==> src/hw/rtl/lcc_pkg.sv <==
// Shared constants, types and the weight function of the calibrated line sensor centroid block.
`timescale 1ns / 1ps
package lcc_pkg;
    localparam int NUM_SENSORS  = 8;
    localparam int READING_BITS = 16;
    localparam int WEIGHT_STEP  = 1000;

    localparam int FRAC_SHIFT = 16;
    localparam int FRAC_W     = FRAC_SHIFT + 1;
    localparam int IDX_W      = $clog2(NUM_SENSORS);
    localparam int W_MAX      = NUM_SENSORS * WEIGHT_STEP * 16;
    localparam int W_MIN      = WEIGHT_STEP * 16;
    localparam int Q_BITS     = $clog2(W_MAX + 1);
    localparam int DEN_W      = FRAC_W + $clog2(NUM_SENSORS);
    localparam int NUM_W      = FRAC_W + Q_BITS + $clog2(NUM_SENSORS);
    localparam int CNT_W      = $clog2(Q_BITS + FRAC_SHIFT + 1);
    localparam int POS_W      = 17;
    localparam int POS_MAX    = 131071;
    localparam int SAT_W      = (Q_BITS > POS_W) ? Q_BITS : POS_W;
    localparam int FIFO_DEPTH = 2;

    typedef enum logic [1:0] {
        ST_OK     = 2'd0,
        ST_CAL    = 2'd1,
        ST_NOTCAL = 2'd2,
        ST_NOLINE = 2'd3
    } t_status;

    typedef enum logic {
        CMD_CALIBRATE = 1'b0,
        CMD_POSITION  = 1'b1
    } t_cmd;

    typedef enum logic [2:0] {
        S_IDLE,
        S_DIV0,
        S_DIV,
        S_ACC,
        S_CHK,
        S_FIN,
        S_OUT
    } t_back_state;

    typedef logic [NUM_SENSORS-1:0][READING_BITS-1:0] t_readings;

    typedef struct packed {
        t_status   status;
        t_readings off;
        t_readings span;
    } t_job;

    function automatic logic [Q_BITS-1:0] weight(input logic [IDX_W-1:0] idx);
        int w;
        begin
            w = (int'(idx) + 1) * WEIGHT_STEP * 16;
            weight = Q_BITS'(w);
        end
    endfunction
endpackage

==> src/hw/rtl/lcc_front.sv <==
// Front end: keeps calibration ranges, classifies each word and builds the job.
`timescale 1ns / 1ps
module lcc_front import lcc_pkg::*; (
    input  logic      i_clk,
    input  logic      i_rst_n,
    input  logic      i_accept,
    input  logic      i_command,
    input  t_readings i_decay,
    output t_job      o_job
);
    logic [NUM_SENSORS-1:0][READING_BITS-1:0] r_high, r_low;
    logic [NUM_SENSORS-1:0][READING_BITS-1:0] n_high, n_low;
    logic      notcal;
    t_readings off, span;
    logic [READING_BITS-1:0] rc;

    always_comb begin
        n_high = r_high;
        n_low  = r_low;
        notcal = 1'b0;
        rc     = '0;
        off    = '0;
        span   = '0;
        for (int i = 0; i < NUM_SENSORS; i++) begin
            if (i_decay[i] > r_high[i]) n_high[i] = i_decay[i];
            if (i_decay[i] < r_low[i])  n_low[i]  = i_decay[i];
            if (r_high[i] <= r_low[i]) notcal = 1'b1;
            rc = i_decay[i];
            if (rc > r_high[i]) rc = r_high[i];
            if (rc < r_low[i])  rc = r_low[i];
            off[i]  = rc - r_low[i];
            span[i] = r_high[i] - r_low[i];
        end
        o_job.off  = off;
        o_job.span = span;
        if (t_cmd'(i_command) == CMD_CALIBRATE) begin
            o_job.status = ST_CAL;
        end else if (notcal) begin
            o_job.status = ST_NOTCAL;
        end else begin
            o_job.status = ST_OK;
        end
    end

    always_ff @(posedge i_clk) begin
        if (!i_rst_n) begin
            for (int i = 0; i < NUM_SENSORS; i++) begin
                r_high[i] <= READING_BITS'(1);
                r_low[i]  <= '1;
            end
        end else if (i_accept && t_cmd'(i_command) == CMD_CALIBRATE) begin
            r_high <= n_high;
            r_low  <= n_low;
        end
    end
endmodule

==> src/hw/rtl/lcc_fifo.sv <==
// Short job queue between front and back end.
`timescale 1ns / 1ps
module lcc_fifo import lcc_pkg::*; (
    input  logic i_clk,
    input  logic i_rst_n,
    input  logic i_push,
    input  t_job i_data,
    output logic o_full,
    input  logic i_pop,
    output logic o_empty,
    output t_job o_data
);
    localparam int PTR_W = $clog2(FIFO_DEPTH);
    t_job r_mem [FIFO_DEPTH];
    logic [PTR_W-1:0] r_wp, r_rp;
    logic [PTR_W:0]   r_cnt;
    logic do_push, do_pop;

    assign o_full  = (r_cnt == (PTR_W+1)'(FIFO_DEPTH));
    assign o_empty = (r_cnt == '0);
    assign o_data  = r_mem[r_rp];
    assign do_push = i_push && !o_full;
    assign do_pop  = i_pop && !o_empty;

    always_ff @(posedge i_clk) begin
        if (do_push) r_mem[r_wp] <= i_data;
    end

    always_ff @(posedge i_clk) begin
        if (!i_rst_n) begin
            r_wp  <= '0;
            r_rp  <= '0;
            r_cnt <= '0;
        end else begin
            if (do_push) r_wp <= (r_wp == PTR_W'(FIFO_DEPTH-1)) ? '0 : r_wp + 1'b1;
            if (do_pop)  r_rp <= (r_rp == PTR_W'(FIFO_DEPTH-1)) ? '0 : r_rp + 1'b1;
            if (do_push && !do_pop)      r_cnt <= r_cnt + 1'b1;
            else if (do_pop && !do_push) r_cnt <= r_cnt - 1'b1;
        end
    end
endmodule

==> src/hw/rtl/lcc_back.sv <==
// Back end: per-sensor fraction divide, weighted sums, centroid divide, result register.
`timescale 1ns / 1ps
module lcc_back import lcc_pkg::*; (
    input  logic             i_clk,
    input  logic             i_rst_n,
    input  logic             i_q_empty,
    input  t_job             i_q_data,
    output logic             o_q_pop,
    output logic             o_empty,
    input  logic             i_pop,
    output logic [POS_W-1:0] o_position_q4,
    output t_status          o_status
);
    t_back_state r_state, n_state;
    t_job        r_job, n_job;
    logic [IDX_W-1:0]        r_idx, n_idx;
    logic [CNT_W-1:0]        r_cnt, n_cnt;
    logic [READING_BITS-1:0] r_frem, n_frem;
    logic [FRAC_W-1:0]       r_frac, n_frac;
    logic [NUM_W-1:0]        r_num, n_num;
    logic [DEN_W-1:0]        r_den, n_den;
    logic [DEN_W-1:0]        r_drem, n_drem;
    logic [Q_BITS-1:0]       r_nlo, n_nlo;
    logic [Q_BITS-1:0]       r_quo, n_quo;
    logic [POS_W-1:0]        r_res_pos, n_res_pos;
    t_status                 r_res_st, n_res_st;
    logic                    r_out_v, n_out_v;
    logic [POS_W-1:0]        r_pos, n_pos;
    t_status                 r_st, n_st;

    logic [READING_BITS-1:0] cur_off, cur_span;
    logic [READING_BITS:0]   ft;
    logic [DEN_W:0]          dt;
    logic                    ge;
    logic [2*Q_BITS-1:0]     prod;

    assign o_empty       = !r_out_v;
    assign o_position_q4 = r_pos;
    assign o_status      = r_st;
    assign cur_off       = r_job.off[r_idx];
    assign cur_span      = r_job.span[r_idx];

    always_comb begin
        n_state   = r_state;
        n_job     = r_job;
        n_idx     = r_idx;
        n_cnt     = r_cnt;
        n_frem    = r_frem;
        n_frac    = r_frac;
        n_num     = r_num;
        n_den     = r_den;
        n_drem    = r_drem;
        n_nlo     = r_nlo;
        n_quo     = r_quo;
        n_res_pos = r_res_pos;
        n_res_st  = r_res_st;
        n_out_v   = r_out_v && !i_pop;
        n_pos     = r_pos;
        n_st      = r_st;
        o_q_pop   = 1'b0;
        ft        = {r_frem, 1'b0};
        dt        = {r_drem, r_nlo[Q_BITS-1]};
        ge        = 1'b0;
        prod      = (2*Q_BITS)'(r_frac) * (2*Q_BITS)'(weight(r_idx));
        case (r_state)
            S_IDLE: begin
                if (!i_q_empty) begin
                    o_q_pop   = 1'b1;
                    n_job     = i_q_data;
                    n_idx     = '0;
                    n_num     = '0;
                    n_den     = '0;
                    n_res_pos = '0;
                    n_res_st  = i_q_data.status;
                    n_state   = (i_q_data.status == ST_OK) ? S_DIV0 : S_OUT;
                end
            end
            S_DIV0: begin
                ge      = (cur_off >= cur_span);
                n_frem  = ge ? cur_off - cur_span : cur_off;
                n_frac  = FRAC_W'(ge);
                n_cnt   = '0;
                n_state = S_DIV;
            end
            S_DIV: begin
                ge     = (ft >= {1'b0, cur_span});
                n_frem = ge ? READING_BITS'(ft - {1'b0, cur_span}) : READING_BITS'(ft);
                n_frac = {r_frac[FRAC_W-2:0], ge};
                n_cnt  = r_cnt + 1'b1;
                if (r_cnt == CNT_W'(FRAC_SHIFT-1)) n_state = S_ACC;
            end
            S_ACC: begin
                n_num = r_num + NUM_W'(prod);
                n_den = r_den + DEN_W'(r_frac);
                if (r_idx == IDX_W'(NUM_SENSORS-1)) begin
                    n_state = S_CHK;
                end else begin
                    n_idx   = r_idx + 1'b1;
                    n_state = S_DIV0;
                end
            end
            S_CHK: begin
                if (r_den == '0) begin
                    n_res_st = ST_NOLINE;
                    n_state  = S_OUT;
                end else begin
                    n_drem  = DEN_W'(r_num >> Q_BITS);
                    n_nlo   = r_num[Q_BITS-1:0];
                    n_quo   = '0;
                    n_cnt   = '0;
                    n_state = S_FIN;
                end
            end
            S_FIN: begin
                ge     = (dt >= {1'b0, r_den});
                n_drem = ge ? DEN_W'(dt - {1'b0, r_den}) : DEN_W'(dt);
                n_nlo  = {r_nlo[Q_BITS-2:0], 1'b0};
                n_quo  = {r_quo[Q_BITS-2:0], ge};
                n_cnt  = r_cnt + 1'b1;
                if (r_cnt == CNT_W'(Q_BITS-1)) begin
                    n_res_pos = (SAT_W'(n_quo) > SAT_W'(POS_MAX)) ?
                                POS_W'(POS_MAX) : POS_W'(n_quo);
                    n_state   = S_OUT;
                end
            end
            S_OUT: begin
                if (!r_out_v || i_pop) begin
                    n_out_v = 1'b1;
                    n_pos   = r_res_pos;
                    n_st    = r_res_st;
                    n_state = S_IDLE;
                end
            end
            default: n_state = S_IDLE;
        endcase
    end

    always_ff @(posedge i_clk) begin
        if (!i_rst_n) begin
            r_state <= S_IDLE;
            r_out_v <= 1'b0;
        end else begin
            r_state <= n_state;
            r_out_v <= n_out_v;
        end
    end

    always_ff @(posedge i_clk) begin
        r_job     <= n_job;
        r_idx     <= n_idx;
        r_cnt     <= n_cnt;
        r_frem    <= n_frem;
        r_frac    <= n_frac;
        r_num     <= n_num;
        r_den     <= n_den;
        r_drem    <= n_drem;
        r_nlo     <= n_nlo;
        r_quo     <= n_quo;
        r_res_pos <= n_res_pos;
        r_res_st  <= n_res_st;
        r_pos     <= n_pos;
        r_st      <= n_st;
    end
endmodule

==> src/hw/rtl/line_sensor_calibrated_centroid.sv <==
// Top level of the calibrated line sensor weighted centroid block.
// Flow: calibrate and not-calibrated words go straight from the queue to the result register;
//   position words take one 17-step fraction divide and one accumulate per sensor, then
//   a 17-step centroid divide; no-line words skip the centroid divide.
// The back end works on one word at a time; the two-entry queue takes new words meanwhile.
// Reset: synchronous active low; ranges go to max 1 / min 65535, queue and result empty.
`timescale 1ns / 1ps
module line_sensor_calibrated_centroid import lcc_pkg::*; (
    input  logic                    i_clk,
    input  logic                    i_rst_n,
    input  logic                    push,
    output logic                    full,
    input  logic                    i_command,
    input  logic [READING_BITS-1:0] i_decay_0,
    input  logic [READING_BITS-1:0] i_decay_1,
    input  logic [READING_BITS-1:0] i_decay_2,
    input  logic [READING_BITS-1:0] i_decay_3,
    input  logic [READING_BITS-1:0] i_decay_4,
    input  logic [READING_BITS-1:0] i_decay_5,
    input  logic [READING_BITS-1:0] i_decay_6,
    input  logic [READING_BITS-1:0] i_decay_7,
    output logic                    empty,
    input  logic                    pop,
    output logic [POS_W-1:0]        o_position_q4,
    output logic [1:0]              o_status
);
    t_readings decay;
    t_job      f_job, q_job;
    logic      q_empty, q_pop;
    t_status   st;

    assign decay = {i_decay_7, i_decay_6, i_decay_5, i_decay_4,
                    i_decay_3, i_decay_2, i_decay_1, i_decay_0};
    assign o_status = st;

    lcc_front u_front (
        .i_clk     (i_clk),
        .i_rst_n   (i_rst_n),
        .i_accept  (push && !full),
        .i_command (i_command),
        .i_decay   (decay),
        .o_job     (f_job)
    );

    lcc_fifo u_fifo (
        .i_clk   (i_clk),
        .i_rst_n (i_rst_n),
        .i_push  (push),
        .i_data  (f_job),
        .o_full  (full),
        .i_pop   (q_pop),
        .o_empty (q_empty),
        .o_data  (q_job)
    );

    lcc_back u_back (
        .i_clk         (i_clk),
        .i_rst_n       (i_rst_n),
        .i_q_empty     (q_empty),
        .i_q_data      (q_job),
        .o_q_pop       (q_pop),
        .o_empty       (empty),
        .i_pop         (pop),
        .o_position_q4 (o_position_q4),
        .o_status      (st)
    );
endmodule

==> config.mk <==
export PLATFORM = sky130hd
export DESIGN_NAME = line_sensor_calibrated_centroid
export DESIGN_NICKNAME = d
export VERILOG_FILES = /design/src/hw/rtl/lcc_pkg.sv /design/src/hw/rtl/lcc_front.sv /design/src/hw/rtl/lcc_fifo.sv /design/src/hw/rtl/lcc_back.sv /design/src/hw/rtl/line_sensor_calibrated_centroid.sv
export SDC_FILE = /design/constraint.sdc
export NUM_CORES = 2
export LEC_CHECK = 0
export ABC_AREA = 0
export ABC_CLOCK_PERIOD_IN_PS = 40700
export BUFFER_PORTS_ARGS = -buffer_cell sky130_fd_sc_hd__clkbuf_2
export CAP_MARGIN = 20
export CORE_UTILIZATION = 25
export DETAILED_ROUTE_END_ITERATION = 8
export SETUP_SLACK_MARGIN = 0.15
export SLEW_MARGIN = 30
export SYNTH_ARGS = -nofsm -noshare
export SYNTH_HDL_FRONTEND = slang
export SYNTH_SLANG_ARGS = --single-unit
==> constraint.sdc <==
create_clock -name i_clk -period 40.7 [get_ports i_clk]
set_clock_uncertainty 0.05 [all_clocks]
set_input_delay 6.105 -clock i_clk [delete_from_list [all_inputs] [get_ports i_clk]]
set_output_delay 6.105 -clock i_clk [all_outputs]
set_load 0.05 [all_outputs]
==> reports/results.tsv <==
stage	metric	value	unit
yosys	synth-async-reset-ratio	0	
sta	fin_crit	12.66	ns
floorplanning	core_area	306000	µm²
routing	drt_wl_total	215	mm
yosys	synth_common_cells	edfxtp_1, ha_1, inv_1	
clock_tree	htree_levels	4	
floorplanning	rows	203	
critical_path	cp_top_family	simple AND/OR/NAND/NOR gates	
cells_and_area	nNetsFinal	8159	
job	maxCapViolCount	0	
yosys	synth_top_family_by_area	adder cells	
floorplanning	dieArea	311000	µm²
yosys	syn_nets	8010	
placement	portBuffers	153	
critical_path	startpoint_type	primary input	
placement	dp_hpwl	163	mm
yosys	netlist_area	77200	µm²
clock_tree	cts_buffers	152	
sta	finalSetupViolations	0	
sta	setup_tns	0	ns
grt	grt_use_total	0.136	
yosys	ys_top_cells_by_area	edfxtp_1, ha_1, dfxtp_1	
clock_tree	numClockSinks	1213	
sta	max_slew_margin	0.158	
critical_path	end_kind	register	
cells_and_area	drive_gt1_frac	0.135	
cells_and_area	fillCellCount	31500	
placement	dp_slack	27.14	ns
sta	min_period_over_period	0.311	
yosys	synth_top_area_cell	edfxtp_1	
routing	dr.first_iter.drc_count	3536	
clock_tree	cts_setup_buffers	0	
yosys	synth_edf_count	948	
critical_path	max_stage_delay	0.62	ns
sta	worst_slack	28.04	ns
critical_path	cp.arrival	13.17	ns
grt	grt_pass1_vias	53800	
yosys	synth_top_area_frac	0.369	
yosys	synth_compound_gate_area_share	0.129	
routing	vias	53700	
clock_tree	cts.path.max_buffers	4	
hold_path	hp-class	register to register	
yosys	synth_mux_area_frac	0.0951	
sta	tightest_slew	1.26	ns
clock_tree	post_cts_resized	0	
floorplanning	start_util	0.252	
routing	drt_drc_violations_left	0	
floorplanning	ios	154	
clock_tree	clkTransAtPathRegs	0.06	ns
yosys	synth_most_common_cell	edfxtp_1	
sta	drv_slew	0	
grt	grt_pass1_wl	328	mm
clock_tree	root_buffer	clkbuf_16	
yosys	ys.flop_type	edfxtp_1	
clock_tree	clk_latency	0.84	ns
critical_path	cp_max_fo	32	
sta	max_freq	79.0	MHz
sta	final-hold-violation-count	0	
floorplanning	die_w	558	µm
outcome	outcome	completed	
sta	hold_slack	0.358	ns
critical_path	worstSetupPathType	primary input to register	
yosys	ys_seq_elements	1213	
routing	first_pass_iters	6	
sta	grt_setup_unrepaired	false	
yosys	syn-mean-instance-area	11.1	µm²
yosys	yosys.area_share.xor_xnor	0.0352	
placement	place_congestion	0.888	
clock_tree	cts_tree	built	
routing	viasPerCell	4.75	
clock_tree	cts_hold_buf	0	
critical_path	slowest_stage	nor3_2	
grt	grt_max_degree	159	
critical_path	critPathBufInv	3	
yosys	synth_warnings	0	
yosys	yosys.area_share.simple	0.0964	
floorplanning	die_h	558	µm
yosys	synthAdderAreaFrac	0.166	
cells_and_area	syn2layout_area_growth	13.7	%
yosys	ys_seq_area_frac	0.438	
routing	ant_nets	0	
yosys	yosys.cell_types.count	97	
critical_path	cp.required	41.21	ns
grt	overflow	0	
yosys	synthCells	6941	
routing	wl_per_cell	19.0	µm
grt	antenna_found_initial	46	
## worst reg2reg max path: cells and delay by family, from the launching register on
family	cells	cell delay, ns
xor gates and xnor gates	2	0.42
and+or+nand+nor	5	0.75
AOI/OAI and AO/OA	15	3.51
DFF	1	0.34
adders and majority gates	11	5.55
buffers and inverters	7	0.87
## layer usage
layer	GRT usage	up-vias	share of wire
met3	0.0259	293	0.061
met5	0	-	0.00086
met4	0.0358	30	0.025
met2	0.221	1350	0.46
li1	-	25600	-
met1	0.183	26400	0.45
## through the flow
step           std cells  instance area [µm²]   util
6_report           11300                87700  0.286
5_1_grt            11300                87700  0.286
4_1_cts            11300                87600  0.286
3_5_place_dp       11000                82800  0.270
3_3_place_gp       11000                82800  0.270
2_1_floorplan       6941                77200      -
## cell usage in the layout (no fill, tap or decap), types with 198 or more instances in the layout
cell type and count:
edfxtp_1 948, ha_1 793, a21o_1 266, mux2_2 391
inv_1 610, nand2_1 572, dfxtp_1 264, o21ai_0 256
xnor2_1 198, a21oi_1 358, nor2_1 307
## cell families (layout without fill, tap and decap cells)
group,after synthesis,count (layout)
DFF,1213,1213
xor gates and xnor gates,310,310
adders and majority gates,936,936
muxes,601,601
AOI/OAI and AO/OA,1502,1502
buffers and inverters,820,1082
and+or+nand+nor,1559,1559
other,0,7
## registers in the layout (all words and copies together), names as in the netlist, 3 cells and up, named ones only
name,flops
u_back.r_drem,20
u_front.r_high,128
u_back.r_den,20
u_back.r_nlo,10
u_front.r_low,128
u_back.r_idx,3
u_back.r_state,3
u_fifo.r_mem,516
u_back.r_quo,16
u_back.o_position_q4,17
u_back.r_res_pos,17
u_back.r_cnt,6
u_back.r_job,256
u_back.r_num,30
u_back.r_frem,16
u_back.r_frac,17
## cell type report
| class | instances | area (µm²) | share of cell area |
|---|---|---|---|
| sequential | 1213 | 33800 | 0.385 |
| tap | 4100 | 5130 | 0.0585 |
| clock inverter | 87 | 776 | 0.00884 |
| antenna | 7 | 17.5 | 0.000200 |
| multi-input combinational | 4908 | 40500 | 0.462 |
| inverter | 612 | 2300 | 0.0263 |
| clock buffer | 180 | 3970 | 0.0453 |
| timing repair buffer | 203 | 1260 | 0.0143 |
## final timing paths
check	from	to	slack, ns	cells past startpoint
hold reg to reg	u_back.r_res_pos[1]	u_back.o_position_q4[1]	0.36	0
hold / removal	u_back.r_res_pos[1]	u_back.o_position_q4[1]	0.36	0
setup / recovery	i_decay_4[14]	u_fifo.r_mem[0][204]	28.04	31
setup reg to reg	u_back.r_idx[1]	u_back.r_num[36]	28.89	40
Power is left out: the tool's default activity adds up to more than one toggle a clock period on the data nets, which glitch-free logic cannot reach.
